`src/design/swld_pkg.sv`:
```
// ----------------------------------------------------------------------------
// swld_pkg: shared types and constants for the stable weight latch detector
// Window geometry, field widths, tracker modes, transaction payloads and the
// structs that pass between the tracker, the sample window and the top level.
// ----------------------------------------------------------------------------
package swld_pkg;

    // Window geometry: the depth is a power of two so that means are shifts
    localparam int WIN_LOG2  = 3;
    localparam int WIN_DEPTH = 1 << WIN_LOG2;

    // Field widths
    localparam int W_W       = 16;
    localparam int D_W       = 24;
    localparam int WSQ_W     = 2 * W_W;
    localparam int WSUM_W    = W_W + WIN_LOG2;
    localparam int QSUM_W    = WSQ_W + WIN_LOG2;
    localparam int DSUM_W    = D_W + WIN_LOG2;
    localparam int FILL_W    = WIN_LOG2 + 1;
    localparam int FILL_OUT_W = 4;
    localparam int LIM_W     = W_W + WIN_LOG2;
    localparam int PROD_W    = 2 * WSUM_W;
    localparam int RUN_W     = 8;
    localparam int RDD_W     = 23;
    localparam int CFG_IDX_W = 3;
    localparam int CFG_DATA_W = 23;

    localparam logic [RUN_W-1:0] RUN_MAX = 8'hFF;

    // Register reset values
    localparam logic [W_W-1:0]   ENTRY_WEIGHT_RST = 16'd500;
    localparam logic [W_W-1:0]   LEAVE_WEIGHT_RST = 16'd300;
    localparam logic [W_W-1:0]   STD_LIMIT_RST    = 16'd5;
    localparam logic [W_W-1:0]   REARM_WDELTA_RST = 16'd100;
    localparam logic [RDD_W-1:0] REARM_DDELTA_RST = 23'd200;
    localparam logic [RUN_W-1:0] INVALID_GRACE_RST = 8'd3;

    // Register indexes on the configuration port
    localparam logic [CFG_IDX_W-1:0] CFG_ENTRY_WEIGHT  = 3'd0;
    localparam logic [CFG_IDX_W-1:0] CFG_LEAVE_WEIGHT  = 3'd1;
    localparam logic [CFG_IDX_W-1:0] CFG_STD_LIMIT     = 3'd2;
    localparam logic [CFG_IDX_W-1:0] CFG_REARM_WDELTA  = 3'd3;
    localparam logic [CFG_IDX_W-1:0] CFG_REARM_DDELTA  = 3'd4;
    localparam logic [CFG_IDX_W-1:0] CFG_INVALID_GRACE = 3'd5;

    // Item kinds
    localparam logic [1:0] KIND_SAMPLE  = 2'd0;
    localparam logic [1:0] KIND_INVALID = 2'd1;
    localparam logic [1:0] KIND_CLEAR   = 2'd2;

    typedef enum logic [1:0] {
        MODE_UNSTABLE  = 2'd0,
        MODE_CANDIDATE = 2'd1,
        MODE_LATCHED   = 2'd2
    } mode_t;

    // Input transaction
    typedef struct packed {
        logic [1:0]            kind;
        logic signed [D_W-1:0] sample_distance;
        logic [W_W-1:0]        sample_weight;
    } swld_in_t;

    // Result transaction
    typedef struct packed {
        logic [1:0]            tracker_state;
        logic                  latched_now;
        logic                  cleared_now;
        logic [W_W-1:0]        baseline_weight;
        logic signed [D_W-1:0] baseline_distance;
        logic [FILL_OUT_W-1:0] window_fill;
    } swld_out_t;

    // Configuration as seen by the tracker
    typedef struct packed {
        logic [W_W-1:0]      entry_weight;
        logic [W_W-1:0]      leave_weight;
        logic [W_W-1:0]      rearm_wdelta;
        logic [RDD_W-1:0]    rearm_ddelta;
        logic [RUN_W-1:0]    invalid_grace;
        logic [PROD_W-1:0]   lim_sq;
    } swld_cfg_t;

    // Sample pushed into the window
    typedef struct packed {
        logic           en;
        logic [W_W-1:0] weight;
        logic [D_W-1:0] distance;
    } swld_push_t;

    // Oldest sample of the window
    typedef struct packed {
        logic [W_W-1:0]   weight;
        logic [D_W-1:0]   distance;
        logic [WSQ_W-1:0] weight_sq;
    } swld_tail_t;

endpackage

```
`src/design/stable_weight_latch_detector_unit.sv`:
```
// ----------------------------------------------------------------------------
// stable_weight_latch_detector_unit: stable weight latch detector, top level
// Tracks weight samples in a window of cells and latches the window means as
// a baseline once the spread is small; drops it on change, invalids, clear.
// ----------------------------------------------------------------------------
//  Channel   Direction  Signals                          Payload
//  s_        in         s_valid, s_ready, s_data         swld_in_t
//  m_        out        m_valid, m_ready, m_data         swld_out_t
//  cfg_      in         cfg_wr_en, cfg_index, cfg_wdata  register write
//
//  One transaction per cycle sustained while m_ready is high; the result
//  goes from the input register through the tracker update into the output
//  register, where it is held until m_ready takes it.
//  The per-transaction loop is the tracker update: sum update, one 19x19
//  square and the spread compare, all in the tracker stage.
//  Reset: aresetn, synchronous, active low; clears tracker state and both
//  stages, and loads the register defaults. No clearing pass is needed.
//  A stalled result holds in the output register while one more transaction
//  is taken into the input register.
// ----------------------------------------------------------------------------
module stable_weight_latch_detector_unit (
    input  logic                                 aclk,
    input  logic                                 aresetn,
    input  logic                                 cfg_wr_en,
    input  logic [swld_pkg::CFG_IDX_W-1:0]       cfg_index,
    input  logic [swld_pkg::CFG_DATA_W-1:0]      cfg_wdata,
    input  logic                                 s_valid,
    output logic                                 s_ready,
    input  swld_pkg::swld_in_t                   s_data,
    output logic                                 m_valid,
    input  logic                                 m_ready,
    output swld_pkg::swld_out_t                  m_data
);

    localparam int W_W = swld_pkg::W_W;
    localparam int L   = swld_pkg::WIN_LOG2;

    logic [W_W-1:0]                   entry_weight_reg;
    logic [W_W-1:0]                   leave_weight_reg;
    logic [W_W-1:0]                   std_limit_reg;
    logic [W_W-1:0]                   rearm_wdelta_reg;
    logic [swld_pkg::RDD_W-1:0]       rearm_ddelta_reg;
    logic [swld_pkg::RUN_W-1:0]       invalid_grace_reg;
    logic [swld_pkg::LIM_W-1:0]       lim;
    logic [swld_pkg::PROD_W-1:0]      lim_sq_reg;
    swld_pkg::swld_cfg_t              cfg;

    logic                             st1_valid_reg;
    swld_pkg::swld_in_t               st1_data_reg;
    logic [swld_pkg::WSQ_W-1:0]       st1_wsq_reg;
    logic                             adv;

    logic                             m_valid_reg;
    swld_pkg::swld_out_t              m_data_reg;

    swld_pkg::swld_push_t             push;
    swld_pkg::swld_tail_t             tail;
    swld_pkg::swld_out_t              result;

    // Decode register writes
    always_ff @(posedge aclk) begin
        if (!aresetn) begin
            entry_weight_reg  <= swld_pkg::ENTRY_WEIGHT_RST;
            leave_weight_reg  <= swld_pkg::LEAVE_WEIGHT_RST;
            std_limit_reg     <= swld_pkg::STD_LIMIT_RST;
            rearm_wdelta_reg  <= swld_pkg::REARM_WDELTA_RST;
            rearm_ddelta_reg  <= swld_pkg::REARM_DDELTA_RST;
            invalid_grace_reg <= swld_pkg::INVALID_GRACE_RST;
        end else if (cfg_wr_en) begin
            unique case (cfg_index)
                swld_pkg::CFG_ENTRY_WEIGHT:  entry_weight_reg  <= cfg_wdata[W_W-1:0];
                swld_pkg::CFG_LEAVE_WEIGHT:  leave_weight_reg  <= cfg_wdata[W_W-1:0];
                swld_pkg::CFG_STD_LIMIT:     std_limit_reg     <= cfg_wdata[W_W-1:0];
                swld_pkg::CFG_REARM_WDELTA:  rearm_wdelta_reg  <= cfg_wdata[W_W-1:0];
                swld_pkg::CFG_REARM_DDELTA:  rearm_ddelta_reg  <= cfg_wdata;
                swld_pkg::CFG_INVALID_GRACE:
                    invalid_grace_reg <= cfg_wdata[swld_pkg::RUN_W-1:0];
                default: begin
                end
            endcase
        end
    end

    // Square of N times the spread limit, refreshed every cycle
    assign lim = {std_limit_reg, {L{1'b0}}};

    always_ff @(posedge aclk) begin
        lim_sq_reg <= lim * lim;
    end

    assign cfg.entry_weight  = entry_weight_reg;
    assign cfg.leave_weight  = leave_weight_reg;
    assign cfg.rearm_wdelta  = rearm_wdelta_reg;
    assign cfg.rearm_ddelta  = rearm_ddelta_reg;
    assign cfg.invalid_grace = invalid_grace_reg;
    assign cfg.lim_sq        = lim_sq_reg;

    // Advance the tracker stage when the output register is free or draining
    assign adv     = st1_valid_reg && (!m_valid_reg || m_ready);
    assign s_ready = !st1_valid_reg || adv;

    // Input register, with the sample weight squared
    always_ff @(posedge aclk) begin
        if (!aresetn) begin
            st1_valid_reg <= 1'b0;
        end else if (s_ready) begin
            st1_valid_reg <= s_valid;
        end
    end

    always_ff @(posedge aclk) begin
        if (s_valid && s_ready) begin
            st1_data_reg <= s_data;
            st1_wsq_reg  <= s_data.sample_weight * s_data.sample_weight;
        end
    end

    swld_tracker u_tracker (
        .aclk     (aclk),
        .aresetn  (aresetn),
        .cfg      (cfg),
        .step     (adv),
        .item     (st1_data_reg),
        .item_wsq (st1_wsq_reg),
        .tail     (tail),
        .push     (push),
        .result   (result)
    );

    swld_window u_window (
        .aclk (aclk),
        .push (push),
        .tail (tail)
    );

    // Output register: load on advance, drop when taken
    always_ff @(posedge aclk) begin
        if (!aresetn) begin
            m_valid_reg <= 1'b0;
        end else if (adv) begin
            m_valid_reg <= 1'b1;
        end else if (m_ready) begin
            m_valid_reg <= 1'b0;
        end
    end

    always_ff @(posedge aclk) begin
        if (adv) begin
            m_data_reg <= result;
        end
    end

    assign m_valid = m_valid_reg;
    assign m_data  = m_data_reg;

endmodule

```
`src/design/swld_cell.sv`:
```
// ----------------------------------------------------------------------------
// swld_cell: one slot of the sample window
// Holds one weight and distance and hands them to the next cell on a push.
// ----------------------------------------------------------------------------
module swld_cell (
    input  logic                          aclk,
    input  logic                          shift_en,
    input  logic [swld_pkg::W_W-1:0]      weight_in,
    input  logic [swld_pkg::D_W-1:0]      distance_in,
    output logic [swld_pkg::W_W-1:0]      weight_out,
    output logic [swld_pkg::D_W-1:0]      distance_out
);

    logic [swld_pkg::W_W-1:0] weight_reg;
    logic [swld_pkg::D_W-1:0] distance_reg;

    // Take the previous cell's sample, or the pushed one, on every push
    always_ff @(posedge aclk) begin
        if (shift_en) begin
            weight_reg   <= weight_in;
            distance_reg <= distance_in;
        end
    end

    assign weight_out   = weight_reg;
    assign distance_out = distance_reg;

endmodule

```
`src/design/swld_window.sv`:
```
// ----------------------------------------------------------------------------
// swld_window: chain of sample cells
// A push enters at the head cell and every cell passes its sample on; the
// last cell holds the oldest sample, whose weight square is kept alongside.
// ----------------------------------------------------------------------------
module swld_window (
    input  logic                   aclk,
    input  swld_pkg::swld_push_t   push,
    output swld_pkg::swld_tail_t   tail
);

    logic [swld_pkg::W_W-1:0]   cell_w [swld_pkg::WIN_DEPTH];
    logic [swld_pkg::D_W-1:0]   cell_d [swld_pkg::WIN_DEPTH];
    logic [swld_pkg::WSQ_W-1:0] tail_sq_reg;

    // Build the chain, head fed from the push
    for (genvar i = 0; i < swld_pkg::WIN_DEPTH; i++) begin : g_cell
        if (i == 0) begin : g_head
            swld_cell u_cell (
                .aclk         (aclk),
                .shift_en     (push.en),
                .weight_in    (push.weight),
                .distance_in  (push.distance),
                .weight_out   (cell_w[i]),
                .distance_out (cell_d[i])
            );
        end else begin : g_body
            swld_cell u_cell (
                .aclk         (aclk),
                .shift_en     (push.en),
                .weight_in    (cell_w[i-1]),
                .distance_in  (cell_d[i-1]),
                .weight_out   (cell_w[i]),
                .distance_out (cell_d[i])
            );
        end
    end

    // Square the sample that becomes the oldest on this push
    always_ff @(posedge aclk) begin
        if (push.en) begin
            tail_sq_reg <= cell_w[swld_pkg::WIN_DEPTH-2] * cell_w[swld_pkg::WIN_DEPTH-2];
        end
    end

    assign tail.weight    = cell_w[swld_pkg::WIN_DEPTH-1];
    assign tail.distance  = cell_d[swld_pkg::WIN_DEPTH-1];
    assign tail.weight_sq = tail_sq_reg;

endmodule

```
`src/design/swld_tracker.sv`:
```
// ----------------------------------------------------------------------------
// swld_tracker: unstable / candidate / latched tracker
// Keeps the running sums of the window, decides pushes, latches and clears
// for one transaction per step, and forms the result of that transaction.
// ----------------------------------------------------------------------------
module swld_tracker (
    input  logic                            aclk,
    input  logic                            aresetn,
    input  swld_pkg::swld_cfg_t             cfg,
    input  logic                            step,
    input  swld_pkg::swld_in_t              item,
    input  logic [swld_pkg::WSQ_W-1:0]      item_wsq,
    input  swld_pkg::swld_tail_t            tail,
    output swld_pkg::swld_push_t            push,
    output swld_pkg::swld_out_t             result
);

    localparam int WSUM_W = swld_pkg::WSUM_W;
    localparam int QSUM_W = swld_pkg::QSUM_W;
    localparam int DSUM_W = swld_pkg::DSUM_W;
    localparam int FILL_W = swld_pkg::FILL_W;
    localparam int PROD_W = swld_pkg::PROD_W;
    localparam int W_W    = swld_pkg::W_W;
    localparam int D_W    = swld_pkg::D_W;
    localparam int L      = swld_pkg::WIN_LOG2;
    localparam logic [FILL_W-1:0] FILL_FULL = FILL_W'(swld_pkg::WIN_DEPTH);
    localparam logic [FILL_W-1:0] FILL_ONE  = FILL_W'(1);
    localparam logic [WSUM_W-1:0] WSUM_HALF = WSUM_W'(swld_pkg::WIN_DEPTH / 2);
    localparam logic [DSUM_W-1:0] DSUM_HALF = DSUM_W'(swld_pkg::WIN_DEPTH / 2);

    swld_pkg::mode_t             mode_reg,   mode_next;
    logic [FILL_W-1:0]           fill_reg,   fill_next;
    logic [WSUM_W-1:0]           wsum_reg,   wsum_next;
    logic [QSUM_W-1:0]           qsum_reg,   qsum_next;
    logic [DSUM_W-1:0]           dsum_reg,   dsum_next;
    logic [W_W-1:0]              held_w_reg, held_w_next;
    logic [D_W-1:0]              held_d_reg, held_d_next;
    logic [swld_pkg::RUN_W-1:0]  run_reg,    run_next;

    logic                        restart;
    logic                        full;
    logic                        drop;
    logic [WSUM_W-1:0]           wsum_new;
    logic [QSUM_W-1:0]           qsum_new;
    logic [DSUM_W-1:0]           dsum_new;
    logic [FILL_W-1:0]           fill_new;
    logic [PROD_W-1:0]           wsum_sq;
    logic [PROD_W:0]             spread;
    logic                        steady;
    logic [WSUM_W-1:0]           wsum_round;
    logic [DSUM_W-1:0]           dsum_round;
    logic [W_W:0]                dw;
    logic [W_W:0]                dw_abs;
    logic [D_W:0]                dd;
    logic [D_W:0]                dd_abs;
    logic                        must_clear;
    logic                        entry_hit;
    logic [swld_pkg::RUN_W-1:0]  run_inc;
    logic                        do_clear;
    logic                        do_begin;
    logic                        do_latch;
    logic                        latched;
    logic                        cleared;

    // Sums after pushing this sample, fresh window when not a candidate
    assign restart  = (mode_reg != swld_pkg::MODE_CANDIDATE);
    assign full     = (fill_reg == FILL_FULL);
    assign drop     = !restart && full;
    assign wsum_new = (restart ? '0 : wsum_reg) + WSUM_W'(item.sample_weight)
                      - (drop ? WSUM_W'(tail.weight) : '0);
    assign qsum_new = (restart ? '0 : qsum_reg) + QSUM_W'(item_wsq)
                      - (drop ? QSUM_W'(tail.weight_sq) : '0);
    assign dsum_new = (restart ? '0 : dsum_reg)
                      + {{L{item.sample_distance[D_W-1]}}, item.sample_distance}
                      - (drop ? {{L{tail.distance[D_W-1]}}, tail.distance} : '0);
    assign fill_new = restart ? FILL_ONE : (full ? fill_reg : fill_reg + FILL_ONE);

    // Spread test: N*sum(w^2) - (sum w)^2 against (N*limit)^2
    assign wsum_sq = wsum_new * wsum_new;
    assign spread  = {1'b0, qsum_new, {L{1'b0}}} - {1'b0, wsum_sq};
    assign steady  = spread[PROD_W] || (spread[PROD_W-1:0] < cfg.lim_sq);

    // Rounded means, ties upward
    assign wsum_round = wsum_new + WSUM_HALF;
    assign dsum_round = dsum_new + DSUM_HALF;

    // Distance from the baseline
    assign dw     = {1'b0, item.sample_weight} - {1'b0, held_w_reg};
    assign dw_abs = dw[W_W] ? (~dw + 1'b1) : dw;
    assign dd     = {item.sample_distance[D_W-1], item.sample_distance}
                    - {held_d_reg[D_W-1], held_d_reg};
    assign dd_abs = dd[D_W] ? (~dd + 1'b1) : dd;

    assign must_clear = (item.sample_weight < cfg.leave_weight)
                        || (dw_abs >= {1'b0, cfg.rearm_wdelta})
                        || (dd_abs >= (D_W + 1)'(cfg.rearm_ddelta));
    assign entry_hit  = (item.sample_weight > cfg.entry_weight);
    assign run_inc    = (run_reg != swld_pkg::RUN_MAX) ? run_reg + 1'b1 : run_reg;

    // Decide what this transaction does
    always_comb begin
        do_clear = 1'b0;
        do_begin = 1'b0;
        do_latch = 1'b0;
        cleared  = 1'b0;
        run_next = run_reg;
        case (item.kind)
            swld_pkg::KIND_SAMPLE: begin
                run_next = '0;
                if (mode_reg == swld_pkg::MODE_LATCHED) begin
                    if (must_clear) begin
                        do_clear = 1'b1;
                        cleared  = 1'b1;
                        do_begin = entry_hit;
                    end
                end else if (!entry_hit) begin
                    if (mode_reg == swld_pkg::MODE_CANDIDATE) begin
                        do_clear = 1'b1;
                        cleared  = 1'b1;
                    end
                end else begin
                    do_begin = 1'b1;
                    do_latch = (fill_new == FILL_FULL) && steady;
                end
            end
            swld_pkg::KIND_INVALID: begin
                if (mode_reg == swld_pkg::MODE_CANDIDATE) begin
                    do_clear = 1'b1;
                    cleared  = 1'b1;
                end else if (mode_reg == swld_pkg::MODE_LATCHED) begin
                    run_next = run_inc;
                    if (run_inc >= cfg.invalid_grace) begin
                        do_clear = 1'b1;
                        cleared  = 1'b1;
                    end
                end
            end
            swld_pkg::KIND_CLEAR: begin
                do_clear = 1'b1;
                cleared  = (mode_reg != swld_pkg::MODE_UNSTABLE);
            end
            default: begin
            end
        endcase
    end

    // Apply clear, then candidate push, then latch
    always_comb begin
        mode_next   = mode_reg;
        fill_next   = fill_reg;
        wsum_next   = wsum_reg;
        qsum_next   = qsum_reg;
        dsum_next   = dsum_reg;
        held_w_next = held_w_reg;
        held_d_next = held_d_reg;
        latched     = 1'b0;
        if (do_clear) begin
            mode_next   = swld_pkg::MODE_UNSTABLE;
            fill_next   = '0;
            wsum_next   = '0;
            qsum_next   = '0;
            dsum_next   = '0;
            held_w_next = '0;
            held_d_next = '0;
        end
        if (do_begin) begin
            mode_next = swld_pkg::MODE_CANDIDATE;
            fill_next = fill_new;
            wsum_next = wsum_new;
            qsum_next = qsum_new;
            dsum_next = dsum_new;
        end
        if (do_latch) begin
            mode_next   = swld_pkg::MODE_LATCHED;
            held_w_next = wsum_round[WSUM_W-1:L];
            held_d_next = dsum_round[DSUM_W-1:L];
            latched     = 1'b1;
        end
    end

    // Hold tracker state, advance on each step
    always_ff @(posedge aclk) begin
        if (!aresetn) begin
            mode_reg   <= swld_pkg::MODE_UNSTABLE;
            fill_reg   <= '0;
            wsum_reg   <= '0;
            qsum_reg   <= '0;
            dsum_reg   <= '0;
            held_w_reg <= '0;
            held_d_reg <= '0;
            run_reg    <= '0;
        end else if (step) begin
            mode_reg   <= mode_next;
            fill_reg   <= fill_next;
            wsum_reg   <= wsum_next;
            qsum_reg   <= qsum_next;
            dsum_reg   <= dsum_next;
            held_w_reg <= held_w_next;
            held_d_reg <= held_d_next;
            run_reg    <= do_clear ? '0 : run_next;
        end
    end

    assign push.en       = step && do_begin;
    assign push.weight   = item.sample_weight;
    assign push.distance = item.sample_distance;

    assign result.tracker_state     = mode_next;
    assign result.latched_now       = latched;
    assign result.cleared_now       = cleared;
    assign result.baseline_weight   = held_w_next;
    assign result.baseline_distance = held_d_next;
    assign result.window_fill       = swld_pkg::FILL_OUT_W'(fill_next);

endmodule
```
`config.mk`:
```
export PLATFORM = sky130hd
export DESIGN_NAME = stable_weight_latch_detector_unit
export DESIGN_NICKNAME = d
export VERILOG_FILES = /design/src/design/swld_pkg.sv /design/src/design/stable_weight_latch_detector_unit.sv /design/src/design/swld_cell.sv /design/src/design/swld_window.sv /design/src/design/swld_tracker.sv
export SDC_FILE = /design/constraint.sdc
export NUM_CORES = 2
export LEC_CHECK = 0
export ABC_AREA = 1
export BUFFER_PORTS_ARGS = -buffer_cell sky130_fd_sc_hd__buf_4
export CORE_UTILIZATION = 45
export DETAILED_ROUTE_END_ITERATION = 8
export GPL_TIMING_DRIVEN = 0
export HOLD_SLACK_MARGIN = 0.02
export PLACE_DENSITY_LB_ADDON = 0.15
export SLEW_MARGIN = 30
export SYNTH_ARGS = -nofsm -noshare
export SYNTH_HDL_FRONTEND = slang
export SYNTH_HIERARCHICAL = 1
export SYNTH_SLANG_ARGS = --single-unit
```
`constraint.sdc`:
```
create_clock -name aclk -period 14.59 [get_ports aclk]
set_clock_uncertainty 0.2 [all_clocks]
set_input_delay 0.7295 -clock aclk [delete_from_list [all_inputs] [get_ports aclk]]
set_output_delay 0.7295 -clock aclk [all_outputs]
set_load 0.02 [all_outputs]
```
Yosys cells after proc, flatten, opt, wreduce, memory -nomap -nowiden --
Index checks and enable logic that the tools add are counted.
Storage, ports and cells: register bits 738, output and inout bits 50
Operators by class: order comparisons 6, add/sub/neg operators 15, bitwise gates (word level) 2, reduce and logical (&&, ||, !) cells 27, multipliers 4, muxes and demuxes 49, equality and inequality tests 15
Operators with widths (number):
- 2-to-1 mux 27 bit | 4
- 2-to-1 mux 35 bit | 3
- multiplier 16 x 16 -> 32 bit | 3
- 2-to-1 mux 19 bit | 3
- 2-to-1 mux 16 bit | 3
- 2-to-1 mux 24 bit | 2
- subtractor 38 x 38 -> 39 bit | 1
- less-than comparator 38 bit | 1
- multiplier 19 x 19 -> 38 bit | 1
- adder 35 x 32 -> 35 bit | 1
- subtractor 35 bit | 1
- 2-to-1 mux 32 bit | 1
- 2-to-1 mux 8 bit | 4
- adder 27 bit | 1
- adder 27 x 3 -> 27 bit, second input constant | 1
- subtractor 27 bit | 1
- adder 25 x 1 -> 25 bit, second input constant | 1
- greater-or-equal comparator 25 x 23 -> 1 bit | 1
- 2-to-1 mux 25 bit | 1
- NOT 25 bit | 1
- subtractor 24 x 24 -> 25 bit | 1
- adder 19 x 16 -> 19 bit | 1
- adder 19 x 3 -> 19 bit, second input constant | 1
- subtractor 19 bit | 1
- 34 further kinds | 79

Longest topological paths before layout --
word-level depth 14, mapped depth 63, gate-level depth less buffers 60

Modules after synthesis --
The synthesis kept the hierarchy.
By module, submodules not included:
- swld_tracker | sequential area each 2702.6 µm², times used 1, area an instance 32781.4 µm², cells each 4822
- stable_weight_latch_detector_unit | sequential area each 6165.9 µm², times used 1, area an instance 23911.7 µm², cells each 2869
- swld_cell | sequential area each 1201.2 µm², times used 8, area an instance 1201.2 µm², cells each 40
- swld_window | sequential area each 930.9 µm², times used 1, area an instance 9006.1 µm², cells each 1162

Worst setup path after synthesis --
No wires, ideal clock.
path type reg2reg, start register u_tracker.mode_reg[0], end register u_tracker.held_d_reg[6], buffers on the path 5, setup time 56 ps, setup slack 3189 ps, arrival 11145 ps, cell stages (with the launch flop) 57, clock period less this slack 11401 ps, data required time 14334 ps, cell sequence dfxtp_1 > inv_1 > nor2_2 > inv_1 > nor2_1 > clkinv_1 > clkbuf_1 > clkbuf_1 > nor2_1 > fa_1 > inv_1 > ha_1 > a21oi_1 > o21ai_0 > a21oi_1 > o21ai_0 > xor2_1 > clkinv_1 > [... 21 more ...] > nand4_1 > nand3_1 > a21oi_1 > xnor2_1 > ha_1 > nand2_1 > nor3_1 > and3_1 > nand4_1 > nand3_1 > nand2_1 > nand2_1 > buf_2 > buf_2 > nand4_1 > nand3_1 > nand2_1 > inv_1
On the way: cells in the longest elaborated chain, start to end 14, elaborated cells on any way between the ends 36
Ends and longest elaborated chain:
- start, declared | RTL line swld_tracker.sv:31 | swld_pkg::mode_t mode_reg, mode_next;
- start signal, assigned | RTL line swld_tracker.sv:184 | mode_reg <= swld_pkg::MODE_UNSTABLE;
- start signal, assigned | RTL line swld_tracker.sv:193 | mode_reg <= mode_next;
- branches (longest 13 deep; another with subtractor 38 x 38 -> 39 bit)
- 2-to-1 mux 24 bit (*) | RTL line swld_tracker.sv:173 | if (do_latch) begin
- end signal, assigned | RTL line swld_tracker.sv:199 | held_d_reg <= held_d_next;
- end, declared | RTL line swld_tracker.sv:37 | logic [D_W-1:0] held_d_reg, held_d_next;
Mark *: on every way between the ends. A chain may end at the register's enable or synchronous reset.

==> run metrics <==
start point of the worst min-delay path=cfg_wdata[19]; Post-synth ARST share=0; Arrival @ worst endpoint=approximately 14 ns; outcome=completed; vias per cell=between 4 and 5; fin worst setup slack=roughly 0.57 ns; clock slew at reported path FFs=about 0.060 ns; part of the Yosys area used for sequential elements=0.258; pre-CTS setup slack=-2.04 ns; unrepaired setup endpoints after global routing=false; slowest stage cell on the critical path=sky130_fd_sc_hd__fa_2; clock latency on the worst-skew pair=0.73 ns; relative slew slack=0.353; worst endpoint required time=between 10 and 15 ns; synthesized flop and latch total=~730; transition time at the pin with the least slew margin=about 0.97 ns; # diodes=0; TritonCTS Buffers=86; Final Hold Fails=0; CP Capture Type=flop; portion of synthesized cell area occupied by the leading cell type=0.228; flip-flop count of the largest register after layout=168; overall die width=approximately 400 um; ratio of cells with drive above 1 in the final layout=0.0644; commonest register cell after synthesis=sky130_fd_sc_hd__edfxtp_1; leading post-synthesis cells by cell area=sky130_fd_sc_hd__fa_1 (23%), sky130_fd_sc_hd__edfxtp_1 (19%), sky130_fd_sc_hd__inv_1 (12%), sky130_fd_sc_hd__ha_1 (11%), sky130_fd_sc_hd__nand2_1 (10%); area of the placeable core=between 0.15 and 0.2 mm2; peak clock frequency supported by timing=between 0.07 and 0.08 GHz; gpl congestion=about 0.97; number of I/O pins=123; Worst Hold Class=in2reg; Cell Rows=about 150; DRC viols=0; total setup violations reported at the end of the flow=0; DRT Wirelength=218 mm; 1st-iter DRT viols=roughly 4.2k; vias after detailed routing=58.5k; total area of sequential cells=a little under 0.02 mm2; fraction of the cycle the final worst path needs=0.961; ANT nets after route=0; terminus of the critical flop-to-flop path=m_data[36]; synthesized area divided by synthesized cell count=about 8.2 um2; global routing usage summed across all routing layers=0.262; Setup TNS=0 ns; dpl hpwl=181 mm; buffer cell driving the clock tree root=sky130_fd_sc_hd__clkbuf_16; final worst path period need=14.02 ns; library cell occupying the most area in the post-synthesis netlist=sky130_fd_sc_hd__fa_1; Synth Warn #=6; die height=roughly 410 um; startpoint type of the worst setup path=flop; number of flops mapped to enable cells by yosys=between 400 and 500; setup slack, reg-to-reg=approximately 0.57 ns; number of max-slew violations in the final report=0; area of the multi-input gates=around 0.046 mm2; worst hold path endpoint=rearm_ddelta_reg[19]; synthesized cell area=0.0753 mm2; CTS tree=yes; number of global-route vias before repair=~59k; Synth cell types=65; Worst Setup SP=u_tracker/mode_reg[0]; nets@finish=~11k; Initial DRT Pass Iterations=8; worst stage delay on the critical path=just under 0.7 ns; cell count of the worst reg-to-reg path=between 50 and 60; starting density of the core=0.455; largest net degree at the start of global routing=84; Syn-to-layout area delta=10.1%; die area=0.169 mm2; final core utilization=0.501; maxcap violations=0; # clock sinks=around 730; Synth Instances=9173; total overflow reported by the global router=0; first-pass GRT wire length=approximately 340 mm; worst reg2reg path startpoint=u_tracker/mode_reg[0]; PortBufs=approximately 120; cell repeated most along the worst path=sky130_fd_sc_hd__inv_1; number of H-tree levels=3; worst setup path category=reg2reg; worst-case clock buffer depth=3; largest driver fanout on the critical path=10; final routed wire length divided by cell count=between 15 and 20 um; Filler cells=around 16k; depth of the worst hold-timing path=3; number of antenna violations at the first check in global routing=6
-- area by class of cell --
cell class | instances | area share
multi-input combinational | 5827 | 0.553
sequential | 734 | 0.234
tap | 2189 | 0.0330
buffer | 254 | 0.0158
inverter | 2361 | 0.107
timing repair buffer | 184 | 0.0200
clock inverter | 45 | 0.00827
clock buffer | 114 | 0.0283
-- synth_stat cells (all sizes together) (4+ instances only) --
| cell type | number |
|---|---|
| a211oi | 8 |
| a21boi | 6 |
| a21o | 16 |
| a21oi | 425 |
| a31oi | 14 |
| buf | 99 |
| clkbuf | 159 |
| clkinv | 7 |
| dfxtp | 263 |
| edfxtp | 471 |
| fa | 859 |
| ha | 674 |
| inv | 2354 |
| nand2 | 2069 |
| nand3 | 325 |
| nand3b | 10 |
| nand4 | 110 |
| nor2 | 704 |
| nor3 | 45 |
| nor4 | 15 |
| o211ai | 14 |
| o21a | 13 |
| o21ai | 188 |
| o21bai | 19 |
| o221ai | 4 |
| o31ai | 6 |
| or2 | 11 |
| xnor2 | 76 |
| xor2 | 182 |
-- critical path, delay by kind of cell (launching register included) --
family          cells  cell delay, ns
fa+ha+maj          11            5.27
simple gates       18            2.92
xor+xnor            2            0.63
buf+inv            17            2.86
flops               1            0.33
compound gates      9            1.54
-- timing repair --
item | in CTS | in global routing
cloned | 0 | 0
buffers inserted | 1 | 10
pin swaps | 1 | 4
setup endpoints to repair | 85 | 85
hold buffers | 36 | 0
hold endpoints to repair | 36 | 0
gates resized for setup | 12 | 34
-- routing by layer --
| metal | routed length [um] | vias up | GRT usage |
|---|---|---|---|
| li1 | - | 28300 | - |
| met1 | 101000 | 28400 | 0.372 |
| met2 | 96100 | 1494 | 0.411 |
| met3 | 14600 | 274 | 0.0453 |
| met4 | 6590 | 4 | 0.0741 |
| met5 | 27 | - | 0 |
-- layout by cell type (no fill, tap or decap), drive strengths merged, types with 36 or more instances in the layout --
cell type / synthesis / final
fa: 859 / 859
ha: 674 / 674
o21ai: 188 / 188
xor2: 182 / 182
inv: 2354 / 2361
nand2: 2069 / 2069
xnor2: 76 / 76
nor2: 704 / 704
clkbuf: 159 / 271
a21oi: 425 / 425
nand3: 325 / 325
buf: 99 / 245
dfxtp: 263 / 263
dlygate4sd3: 0 / 36
nand4: 110 / 110
edfxtp: 471 / 471
nor3: 45 / 45
-- stage by stage --
| stage | cells | instance area, um2 | hold slack, ns |
|---|---|---|---|
| final | 11700 | 82900 | 0.0714 |
| after global routing | 11700 | 82900 | 0.0473 |
| after CTS | 11700 | 82800 | 0.0242 |
| after detailed placement | 11500 | 79300 | 0.205 |
| after global placement | 11500 | 79000 | 0.200 |
| after floorplan | 9180 | 75300 | 0.129 |
-- worst max path at each step --
stage                               to  slack [ns]  cells after the start
3_5_place_dp                m_data[47]       -2.04                     53
6_report                    m_data[36]        0.57                     57
2_1_floorplan  u_tracker/held_d_reg[6]        3.19                     56
3_3_place_gp                m_data[36]       -2.15                     54
4_1_cts                     m_data[47]      0.0008                     58
5_1_grt                     m_data[36]        0.01                     56
-- logic make-up after synthesis --
| logic type | Yosys count | share of synthesized area |
|---|---|---|
| compound gates | 729 | 0.0544 |
| simple gates | 3295 | 0.182 |
| xor+xnor | 258 | 0.0303 |
| mux | 3 | 0.000432 |
| other cells | 2 | 0.0000997 |
| buf+inv | 2619 | 0.135 |
| fa+ha+maj | 1533 | 0.340 |
| flops | 734 | 0.258 |
Power is not shown: default switching activity piles up to over one toggle a cycle in this logic, so the estimate is an artifact.
